### src/design/hslrgb_pkg.sv
// shared types, constants and arithmetic helpers for the hsl to rgb converter
package hslrgb_pkg;

   // channel count and lane order on the result word: red, green, blue
   localparam int NUM_CHAN   = 3;
   localparam int CHAN_RED   = 0;
   localparam int CHAN_GREEN = 1;
   localparam int CHAN_BLUE  = 2;

   // default depth of the queue between front and back
   localparam int FIFO_DEPTH = 4;

   // hue thresholds: rising ramp, hold at q, falling ramp, hold at p
   localparam logic [7:0] RISE_END   = 8'd43;
   localparam logic [7:0] HOLD_END   = 8'd128;
   localparam logic [7:0] FALL_END   = 8'd170;
   localparam logic [7:0] RED_OFFS   = 8'd85;
   localparam logic [7:0] BLUE_WRAP  = 8'd170;
   localparam logic [7:0] RED_WRAP   = 8'd171;
   localparam logic [7:0] GAIN_FULL  = 8'd255;
   localparam logic [7:0] GAIN_NONE  = 8'd0;
   localparam logic [9:0] FALL_BASE  = 10'd1020;

   typedef enum logic [1:0] {
      RAMP_UP,
      HOLD_Q,
      RAMP_DOWN,
      HOLD_P
   } region_type;

   typedef logic [7:0] gain_arr_type [NUM_CHAN];

   // one classified pixel: p, q - p and the ramp gain of each channel
   typedef struct packed {
      logic [15:0] pn;
      logic [15:0] dn;
      logic [7:0]  gain_r;
      logic [7:0]  gain_g;
      logic [7:0]  gain_b;
   } work_type;

   // which piece of the ramp a hue position falls in
   function automatic region_type hue_region(input logic [7:0] t);
      region_type rgn;
      if (t < RISE_END) begin
         rgn = RAMP_UP;
      end else if (t < HOLD_END) begin
         rgn = HOLD_Q;
      end else if (t < FALL_END) begin
         rgn = RAMP_DOWN;
      end else begin
         rgn = HOLD_P;
      end
      return rgn;
   endfunction

   // weight of q - p in units of 1/255: 6t, 255, 1020 - 6t or 0
   function automatic logic [7:0] ramp_gain(input logic [7:0] t);
      logic [9:0] t6;
      logic [9:0] fall;
      logic [7:0] gain;
      t6   = ({2'b00, t} << 2) + ({2'b00, t} << 1);
      fall = FALL_BASE - t6;
      unique case (hue_region(t))
         RAMP_UP:   gain = t6[7:0];
         HOLD_Q:    gain = GAIN_FULL;
         RAMP_DOWN: gain = fall[7:0];
         HOLD_P:    gain = GAIN_NONE;
         default:   gain = GAIN_NONE;
      endcase
      return gain;
   endfunction

   // x / 255 estimate via x * 0x01010101 >> 32, low by at most one
   function automatic logic [15:0] div255_est(input logic [23:0] x);
      logic [55:0] xw;
      logic [55:0] prod;
      xw   = {32'd0, x};
      prod = xw + (xw << 8) + (xw << 16) + (xw << 24);
      return prod[47:32];
   endfunction

   // correct the estimate by one when the remainder reaches 255
   function automatic logic [15:0] div255_fix(input logic [23:0] x, input logic [15:0] est);
      logic [23:0] estw;
      logic [23:0] rem;
      estw = {8'd0, est};
      rem  = x - ((estw << 8) - estw);
      return (rem >= 24'd255) ? est + 16'd1 : est;
   endfunction

endpackage

### src/design/hslrgb_front.sv
// front end: forms p and q, wraps the channel hues and classifies each ramp piece
module hslrgb_front
   import hslrgb_pkg::*;
(
   input  logic [7:0] hue,
   input  logic [7:0] saturation,
   input  logic [7:0] lightness,
   output work_type   work
);

   logic [15:0] ls;
   logic [15:0] l255;
   logic [15:0] s255;
   logic [16:0] qn;
   logic [16:0] l510;
   logic [16:0] pn;
   logic [16:0] dn;
   logic [7:0]  t_red;
   logic [7:0]  t_blue;

   // q in units of 1/65025, split on lightness below one half
   always_comb begin
      ls   = 16'(lightness * saturation);
      l255 = ({8'd0, lightness} << 8) - {8'd0, lightness};
      s255 = ({8'd0, saturation} << 8) - {8'd0, saturation};
      if (!lightness[7]) begin
         qn = {1'b0, l255} + {1'b0, ls};
      end else begin
         qn = {1'b0, l255} + {1'b0, s255} - {1'b0, ls};
      end
      l510 = ({9'd0, lightness} << 9) - ({9'd0, lightness} << 1);
      pn   = l510 - qn;
      dn   = qn - pn;
   end

   // per channel hue position, wrapped into 0..255
   always_comb begin
      t_red  = (hue >= RED_WRAP) ? hue - BLUE_WRAP : hue + RED_OFFS;
      t_blue = (hue < RED_OFFS) ? hue + BLUE_WRAP : hue - RED_OFFS;
   end

   // classified word for the queue
   always_comb begin
      work.pn     = pn[15:0];
      work.dn     = dn[15:0];
      work.gain_r = ramp_gain(t_red);
      work.gain_g = ramp_gain(hue);
      work.gain_b = ramp_gain(t_blue);
   end

endmodule

### src/design/hslrgb_fifo.sv
// short register queue between the front and back ends
module hslrgb_fifo
   import hslrgb_pkg::*;
#(
   parameter int DEPTH = FIFO_DEPTH
) (
   input  logic     clock,
   input  logic     reset,
   input  logic     wr_valid,
   output logic     wr_ready,
   input  work_type wr_data,
   output logic     rd_valid,
   input  logic     rd_ready,
   output work_type rd_data
);

   localparam int PTR_W = $clog2(DEPTH);
   localparam int CNT_W = $clog2(DEPTH + 1);

   work_type           slot_ff [DEPTH];
   logic [PTR_W-1:0]   wr_ptr_ff;
   logic [PTR_W-1:0]   wr_ptr_in;
   logic [PTR_W-1:0]   rd_ptr_ff;
   logic [PTR_W-1:0]   rd_ptr_in;
   logic [CNT_W-1:0]   count_ff;
   logic [CNT_W-1:0]   count_in;
   logic               push;
   logic               pop;

   assign wr_ready = (count_ff != CNT_W'(DEPTH));
   assign rd_valid = (count_ff != '0);
   assign rd_data  = slot_ff[rd_ptr_ff];
   assign push     = wr_valid && wr_ready;
   assign pop      = rd_valid && rd_ready;

   // pointer and fill count update
   always_comb begin
      wr_ptr_in = wr_ptr_ff;
      rd_ptr_in = rd_ptr_ff;
      count_in  = count_ff;
      if (push) begin
         wr_ptr_in = (wr_ptr_ff == PTR_W'(DEPTH - 1)) ? '0 : wr_ptr_ff + 1'b1;
      end
      if (pop) begin
         rd_ptr_in = (rd_ptr_ff == PTR_W'(DEPTH - 1)) ? '0 : rd_ptr_ff + 1'b1;
      end
      if (push && !pop) begin
         count_in = count_ff + 1'b1;
      end else if (pop && !push) begin
         count_in = count_ff - 1'b1;
      end
   end

   always_ff @(posedge clock) begin
      if (reset) begin
         wr_ptr_ff <= '0;
         rd_ptr_ff <= '0;
         count_ff  <= '0;
      end else begin
         wr_ptr_ff <= wr_ptr_in;
         rd_ptr_ff <= rd_ptr_in;
         count_ff  <= count_in;
      end
   end

   // storage, no reset
   always_ff @(posedge clock) begin
      if (push) begin
         slot_ff[wr_ptr_ff] <= wr_data;
      end
   end

endmodule

### src/design/hslrgb_back.sv
// back end: ramp product and exact divide by 65025 in five stages per channel
module hslrgb_back
   import hslrgb_pkg::*;
(
   input  logic        clock,
   input  logic        reset,
   input  logic        in_valid,
   output logic        in_ready,
   input  work_type    in_work,
   output logic        out_valid,
   input  logic        out_ready,
   output logic [23:0] out_word
);

   logic              adv;
   logic [3:0]        vld_ff;
   logic [3:0]        vld_in;
   logic              out_vld_ff;
   logic              out_vld_in;
   gain_arr_type      gain;
   logic [23:0]       num_ff   [NUM_CHAN];
   logic [23:0]       num_in   [NUM_CHAN];
   logic [23:0]       num2_ff  [NUM_CHAN];
   logic [15:0]       est1_ff  [NUM_CHAN];
   logic [15:0]       est1_in  [NUM_CHAN];
   logic [15:0]       q1_ff    [NUM_CHAN];
   logic [15:0]       q1_in    [NUM_CHAN];
   logic [15:0]       q1b_ff   [NUM_CHAN];
   logic [15:0]       est2_ff  [NUM_CHAN];
   logic [15:0]       est2_in  [NUM_CHAN];
   logic [7:0]        res_ff   [NUM_CHAN];
   logic [7:0]        res_in   [NUM_CHAN];
   logic [15:0]       res_wide [NUM_CHAN];
   logic [23:0]       p255;

   // the whole pipe moves together unless the result is held
   assign adv       = !out_vld_ff || out_ready;
   assign in_ready  = adv;
   assign out_valid = out_vld_ff;
   assign out_word  = {res_ff[CHAN_BLUE], res_ff[CHAN_GREEN], res_ff[CHAN_RED]};

   assign gain[CHAN_RED]   = in_work.gain_r;
   assign gain[CHAN_GREEN] = in_work.gain_g;
   assign gain[CHAN_BLUE]  = in_work.gain_b;

   // valid bits
   always_comb begin
      vld_in     = {vld_ff[2:0], in_valid};
      out_vld_in = vld_ff[3];
   end

   always_ff @(posedge clock) begin
      if (reset) begin
         vld_ff     <= '0;
         out_vld_ff <= 1'b0;
      end else if (adv) begin
         vld_ff     <= vld_in;
         out_vld_ff <= out_vld_in;
      end
   end

   // per lane arithmetic: 255p + (q-p)*gain, then two divides by 255
   always_comb begin
      p255 = ({8'd0, in_work.pn} << 8) - {8'd0, in_work.pn};
      for (int c = 0; c < NUM_CHAN; c++) begin
         num_in[c]   = p255 + 24'(in_work.dn * gain[c]);
         est1_in[c]  = div255_est(num_ff[c]);
         q1_in[c]    = div255_fix(num2_ff[c], est1_ff[c]);
         est2_in[c]  = div255_est({8'd0, q1_ff[c]});
         res_wide[c] = div255_fix({8'd0, q1b_ff[c]}, est2_ff[c]);
         res_in[c]   = res_wide[c][7:0];
      end
   end

   // stage payload, no reset
   always_ff @(posedge clock) begin
      if (adv) begin
         for (int c = 0; c < NUM_CHAN; c++) begin
            num_ff[c]  <= num_in[c];
            num2_ff[c] <= num_ff[c];
            est1_ff[c] <= est1_in[c];
            q1_ff[c]   <= q1_in[c];
            q1b_ff[c]  <= q1_ff[c];
            est2_ff[c] <= est2_in[c];
            res_ff[c]  <= res_in[c];
         end
      end
   end

endmodule

### src/design/hsl_to_rgb_converter.sv
// an accepted input word goes through the queue, then the five registered back stages
// throughput: one pixel per clock unless a held result stalls the five-stage divide pipe
// the FIFO_DEPTH_P word queue takes input while the result is held, until it is full
// reset: synchronous, active high; clears queue pointers and stage valid bits
// no clearing pass; the block accepts words in the first cycle after reset
module hsl_to_rgb_converter
   import hslrgb_pkg::*;
#(
   parameter int FIFO_DEPTH_P = FIFO_DEPTH
) (
   input  logic        clock,
   input  logic        reset,
   input  logic        req_tvalid,
   output logic        req_tready,
   input  logic [23:0] req_tdata,   // hue[7:0], saturation[15:8], lightness[23:16]
   output logic        rsp_tvalid,
   input  logic        rsp_tready,
   output logic [23:0] rsp_tdata    // red[7:0], green[15:8], blue[23:16]
);

   work_type front_work;
   work_type queue_work;
   logic     queue_valid;
   logic     queue_ready;

   // classify the incoming pixel
   hslrgb_front u_front (
      .hue        (req_tdata[7:0]),
      .saturation (req_tdata[15:8]),
      .lightness  (req_tdata[23:16]),
      .work       (front_work)
   );

   // decoupling queue
   hslrgb_fifo #(
      .DEPTH (FIFO_DEPTH_P)
   ) u_fifo (
      .clock    (clock),
      .reset    (reset),
      .wr_valid (req_tvalid),
      .wr_ready (req_tready),
      .wr_data  (front_work),
      .rd_valid (queue_valid),
      .rd_ready (queue_ready),
      .rd_data  (queue_work)
   );

   // arithmetic pipe and result register
   hslrgb_back u_back (
      .clock     (clock),
      .reset     (reset),
      .in_valid  (queue_valid),
      .in_ready  (queue_ready),
      .in_work   (queue_work),
      .out_valid (rsp_tvalid),
      .out_ready (rsp_tready),
      .out_word  (rsp_tdata)
   );

endmodule

### config.mk
export PLATFORM = sky130hd
export DESIGN_NAME = hsl_to_rgb_converter
export DESIGN_NICKNAME = d
export VERILOG_FILES = /design/src/design/hslrgb_pkg.sv /design/src/design/hslrgb_front.sv /design/src/design/hslrgb_fifo.sv /design/src/design/hslrgb_back.sv /design/src/design/hsl_to_rgb_converter.sv
export SDC_FILE = /design/constraint.sdc
export NUM_CORES = 2
export LEC_CHECK = 0
export ABC_AREA = 1
export BUFFER_PORTS_ARGS = -buffer_cell sky130_fd_sc_hd__buf_2
export CAP_MARGIN = 40
export CORE_ASPECT_RATIO = 0.8
export CORE_MARGIN = 1
export CORE_UTILIZATION = 30
export CTS_BUF_LIST = sky130_fd_sc_hd__clkbuf_8
export DETAILED_ROUTE_END_ITERATION = 10
export PLACE_DENSITY_LB_ADDON = 0.2
export SETUP_SLACK_MARGIN = 0.15
export SYNTH_ARGS = -nofsm -noshare
export SYNTH_HDL_FRONTEND = slang
export SYNTH_HIERARCHICAL = 1
export SYNTH_SLANG_ARGS = --single-unit
### constraint.sdc
create_clock -name clock -period 11.6 [get_ports clock]
set_input_delay 0 -clock clock [delete_from_list [all_inputs] [get_ports clock]]
set_output_delay 0 -clock clock [all_outputs]
set_load 0.005 [all_outputs]
==> impl_metrics.py <==
metrics = {
    "floorplan": {
        "dieArea_sq_um": 210000,
        "start_util_pct": 30.23,
        "num_io_pins": 54,
        "rows": 149,
        "core_area_sq_um": 206600,
        "die_width_microns": 512.1,
        "chipHeight_microns": 410.1,
    },
    "synthesis": {
        "synthTopCellsByArea": "edfxtp_1 (27%), fa_1 (14%), ha_1 (13%), nand2_1 (12%), inv_1 (11%)",
        "syn_nets": 9042,
        "synth-compound-area-share_pct": 8.305,
        "yosys.area_share.simple_pct": 21.07,
        "synth_edf_count": 563,
        "synth_area_sq_um": 62440,
        "synthArstFlopShare_pct": 0,
        "synth.avg_cell_area_sq_um": 7.865,
        "yosysSeqAreaShare_pct": 27.52,
        "synthAdderAreaFrac_pct": 26.65,
        "synthTopCellsByCount": "nand2_1 (1978), inv_1 (1773), ha_1 (650), edfxtp_1 (563), nor2_1 (525)",
        "synth_seq_cells": 577,
        "yosysTopAreaCell": "edfxtp_1",
        "yosys.cell_count.top_type": "nand2_1",
        "synth_top_family_by_area": "adder cells",
        "ys_types": 66,
        "synthMuxAreaShare_pct": 0,
        "syn_inst": 7939,
        "synthFlopType": "edfxtp_1",
        "synth.top_cell.area_share_pct": 27.07,
        "ys_warn_count": 6,
        "yosys.area_share.xor_xnor_pct": 4.346,
    },
    "timing": {
        "setup_violations": 0,
        "maxSlewHeadroom_pct": 39.57,
        "max_freq_mhz": 120.0,
        "period_minus_slack_ns": 8.336,
        "worstMarginPinSlew_ns": 0.9000,
        "rsz0062_at_grt": "false",
        "fin_setup_tns_ns": 0,
        "period_share_pct": 71.86,
        "worst_slack_ns": 3.264,
        "skew_ns": 0.05713,
        "hold_violations": 0,
        "maxSlewViolCount": 0,
    },
    "worst_setup_path": {
        "reg2regPathDepth": 31,
        "path_class": "flop to flop",
        "slowest_stage": "xnor2_1",
        "cp_max_fo": 50,
        "startpoint_type": "flop",
        "arrival_ns": 8.90,
        "required_ns": 12.16,
        "max_stage_delay_ns": 0.65,
        "rrSetupSlack_ns": 3.26,
        "cp_top_family": "adder cells",
        "path_buf_inv": 9,
        "cpMostUsedCell": "inv_1",
        "reg2reg_to": "u_back/num_ff[0][69]",
        "endpoint_kind": "flop",
    },
    "clock_network": {
        "clk_pin_slew_ns": 0.08,
        "cts_root_buf": "clkbuf_8",
        "insertion_delay_ns": 0.84,
        "cts_made_buffers": 100,
        "htree_levels": 3,
        "cts_sinks": 577,
        "cts_tree": "done",
        "cts_hold_buf": 17,
        "cts_repair_resize_count": 0,
        "post_cts_buffers": 0,
        "clk_path_buf_depth": 3,
    },
    "final_layout": {
        "fin_area_sq_um": 68360,
        "nFillCells": 21950,
        "area_delta_synth_final_pct": 9.482,
        "stdcell_count": 10830,
        "drive_gt1_share_pct": 5.798,
        "final_net_count": 9133,
    },
    "place": {
        "io_buffers": 53,
        "place_inst": 10630,
        "dpl_cell_area_sq_um": 66200,
        "gp_routability_congestion": 0.8850,
        "pre_cts_ws_ns": 3.017,
        "hpwl_microns": 134100,
    },
    "detailed_routing": {
        "via_count": 50060,
        "drt_iter0_markers": 3460,
        "ant_nets": 0,
        "drc": 0,
        "drt_first_pass_iters": 5,
        "wl_per_cell_microns": 15.63,
        "via_per_inst": 4.624,
        "routed_wl_microns": 169200,
    },
    "grt": {
        "track_usage_pct": 16.30,
        "grt_pass1_wl_microns": 273200,
        "grt_max_degree": 87,
        "grt_overflow": 0,
        "antenna_found_initial": 3,
        "first_global_vias": 50020,
    },
    "worst_hold_path": {
        "holdPathStages": 5,
        "hold_path_startpoint": "reset",
        "hold_class": "primary input to flop",
    },
    "run": {
        "drv_cap": 0,
    },
    "status": {
        "status": "complete, no violations",
    },
}
cell usage in the layout, fill, tap and decap left out, drive strengths merged, types with 137 or more instances in the layout:
cell type     n
inv        1826
a21oi       364
nand2      2011
nand3       237
nand4       137
ha          650
o21ai       322
nor2        589
edfxtp      563
fa          425
xor2        235
metal layers:
layer / global-route usage (%) / vias up / routed length (microns)
met5: 0 / - / 0
met4: 3.542 / 0 / 2986
met3: 2.480 / 180 / 8559
met2: 25.42 / 1020 / 72670
met1: 23.60 / 23720 / 85000
li1: - / 25140 / -
area by class of cell:
class                           count  area, sq um  area share, %
Timing Repair Buffer              141         1091          1.596
Clock inverter                     78        608.1         0.8895
Clock buffer                      100         1376          2.013
Antenna cell                        2        5.005       0.007321
Inverter                         1811         6810          9.962
Sequential cell                   577        17190          25.15
Multi-Input combinational cell   5399        37880          55.41
Tap cell                         2718         3401          4.974
stage by stage:
stage	hold slack (ns)	utilization (%)
2_1_floorplan	0.06907	-
3_3_place_gp	0.2726	31.94
3_5_place_dp	0.2802	32.05
4_1_cts	0.004974	33.09
5_1_grt	0.05860	33.10
6_report	0.09602	33.10
kinds of logic after synthesis:
kind of cell | Yosys count
compound gates | 902
xor+xnor | 309
simple gates | 3112
other cells | 1
buf+inv | 1963
flops | 577
fa+ha+maj | 1075
worst max-delay path by stage:
stage,from,to,slack (ns),cells after the start
2_1_floorplan,u_back/out_valid,u_fifo/count_ff[1],2.54,9
3_3_place_gp,req_tdata[19],u_fifo/slot_ff[0][39],2.96,48
3_5_place_dp,req_tdata[21],u_fifo/slot_ff[1][39],3.02,48
4_1_cts,flop,u_back/num_ff[0][69],3.19,31
5_1_grt,flop,u_back/num_ff[0][22],2.55,29
6_report,flop,u_back/num_ff[0][69],3.26,31
worst register-to-register path, delay by kind of cell, from the launching register on:
family / cells / cell delay [ns]
AO/OA/AOI/OAI: 6 / 1.27
XOR/XNOR: 2 / 0.73
adder cells (fa/ha/maj): 6 / 2.79
buffers and inverters: 9 / 1.88
flip-flops: 1 / 0.52
AND/OR/NAND/NOR: 8 / 0.87
state kept, by name, summed over array words and instances, names as in the netlist, 4 cells and up, named ones only:
register / count
u_back/est2_ff: 27
u_back/num_ff: 72
u_back/vld_ff: 4
u_back/num2_ff: 72
u_back/q1b_ff: 48
u_back/est1_ff: 48
u_back/q1_ff: 48
u_back/res_ff: 24
u_fifo/slot_ff: 224
Power is left out: the tool's default activity adds up to more than one toggle a clock period on the data nets, which glitch-free logic cannot reach.
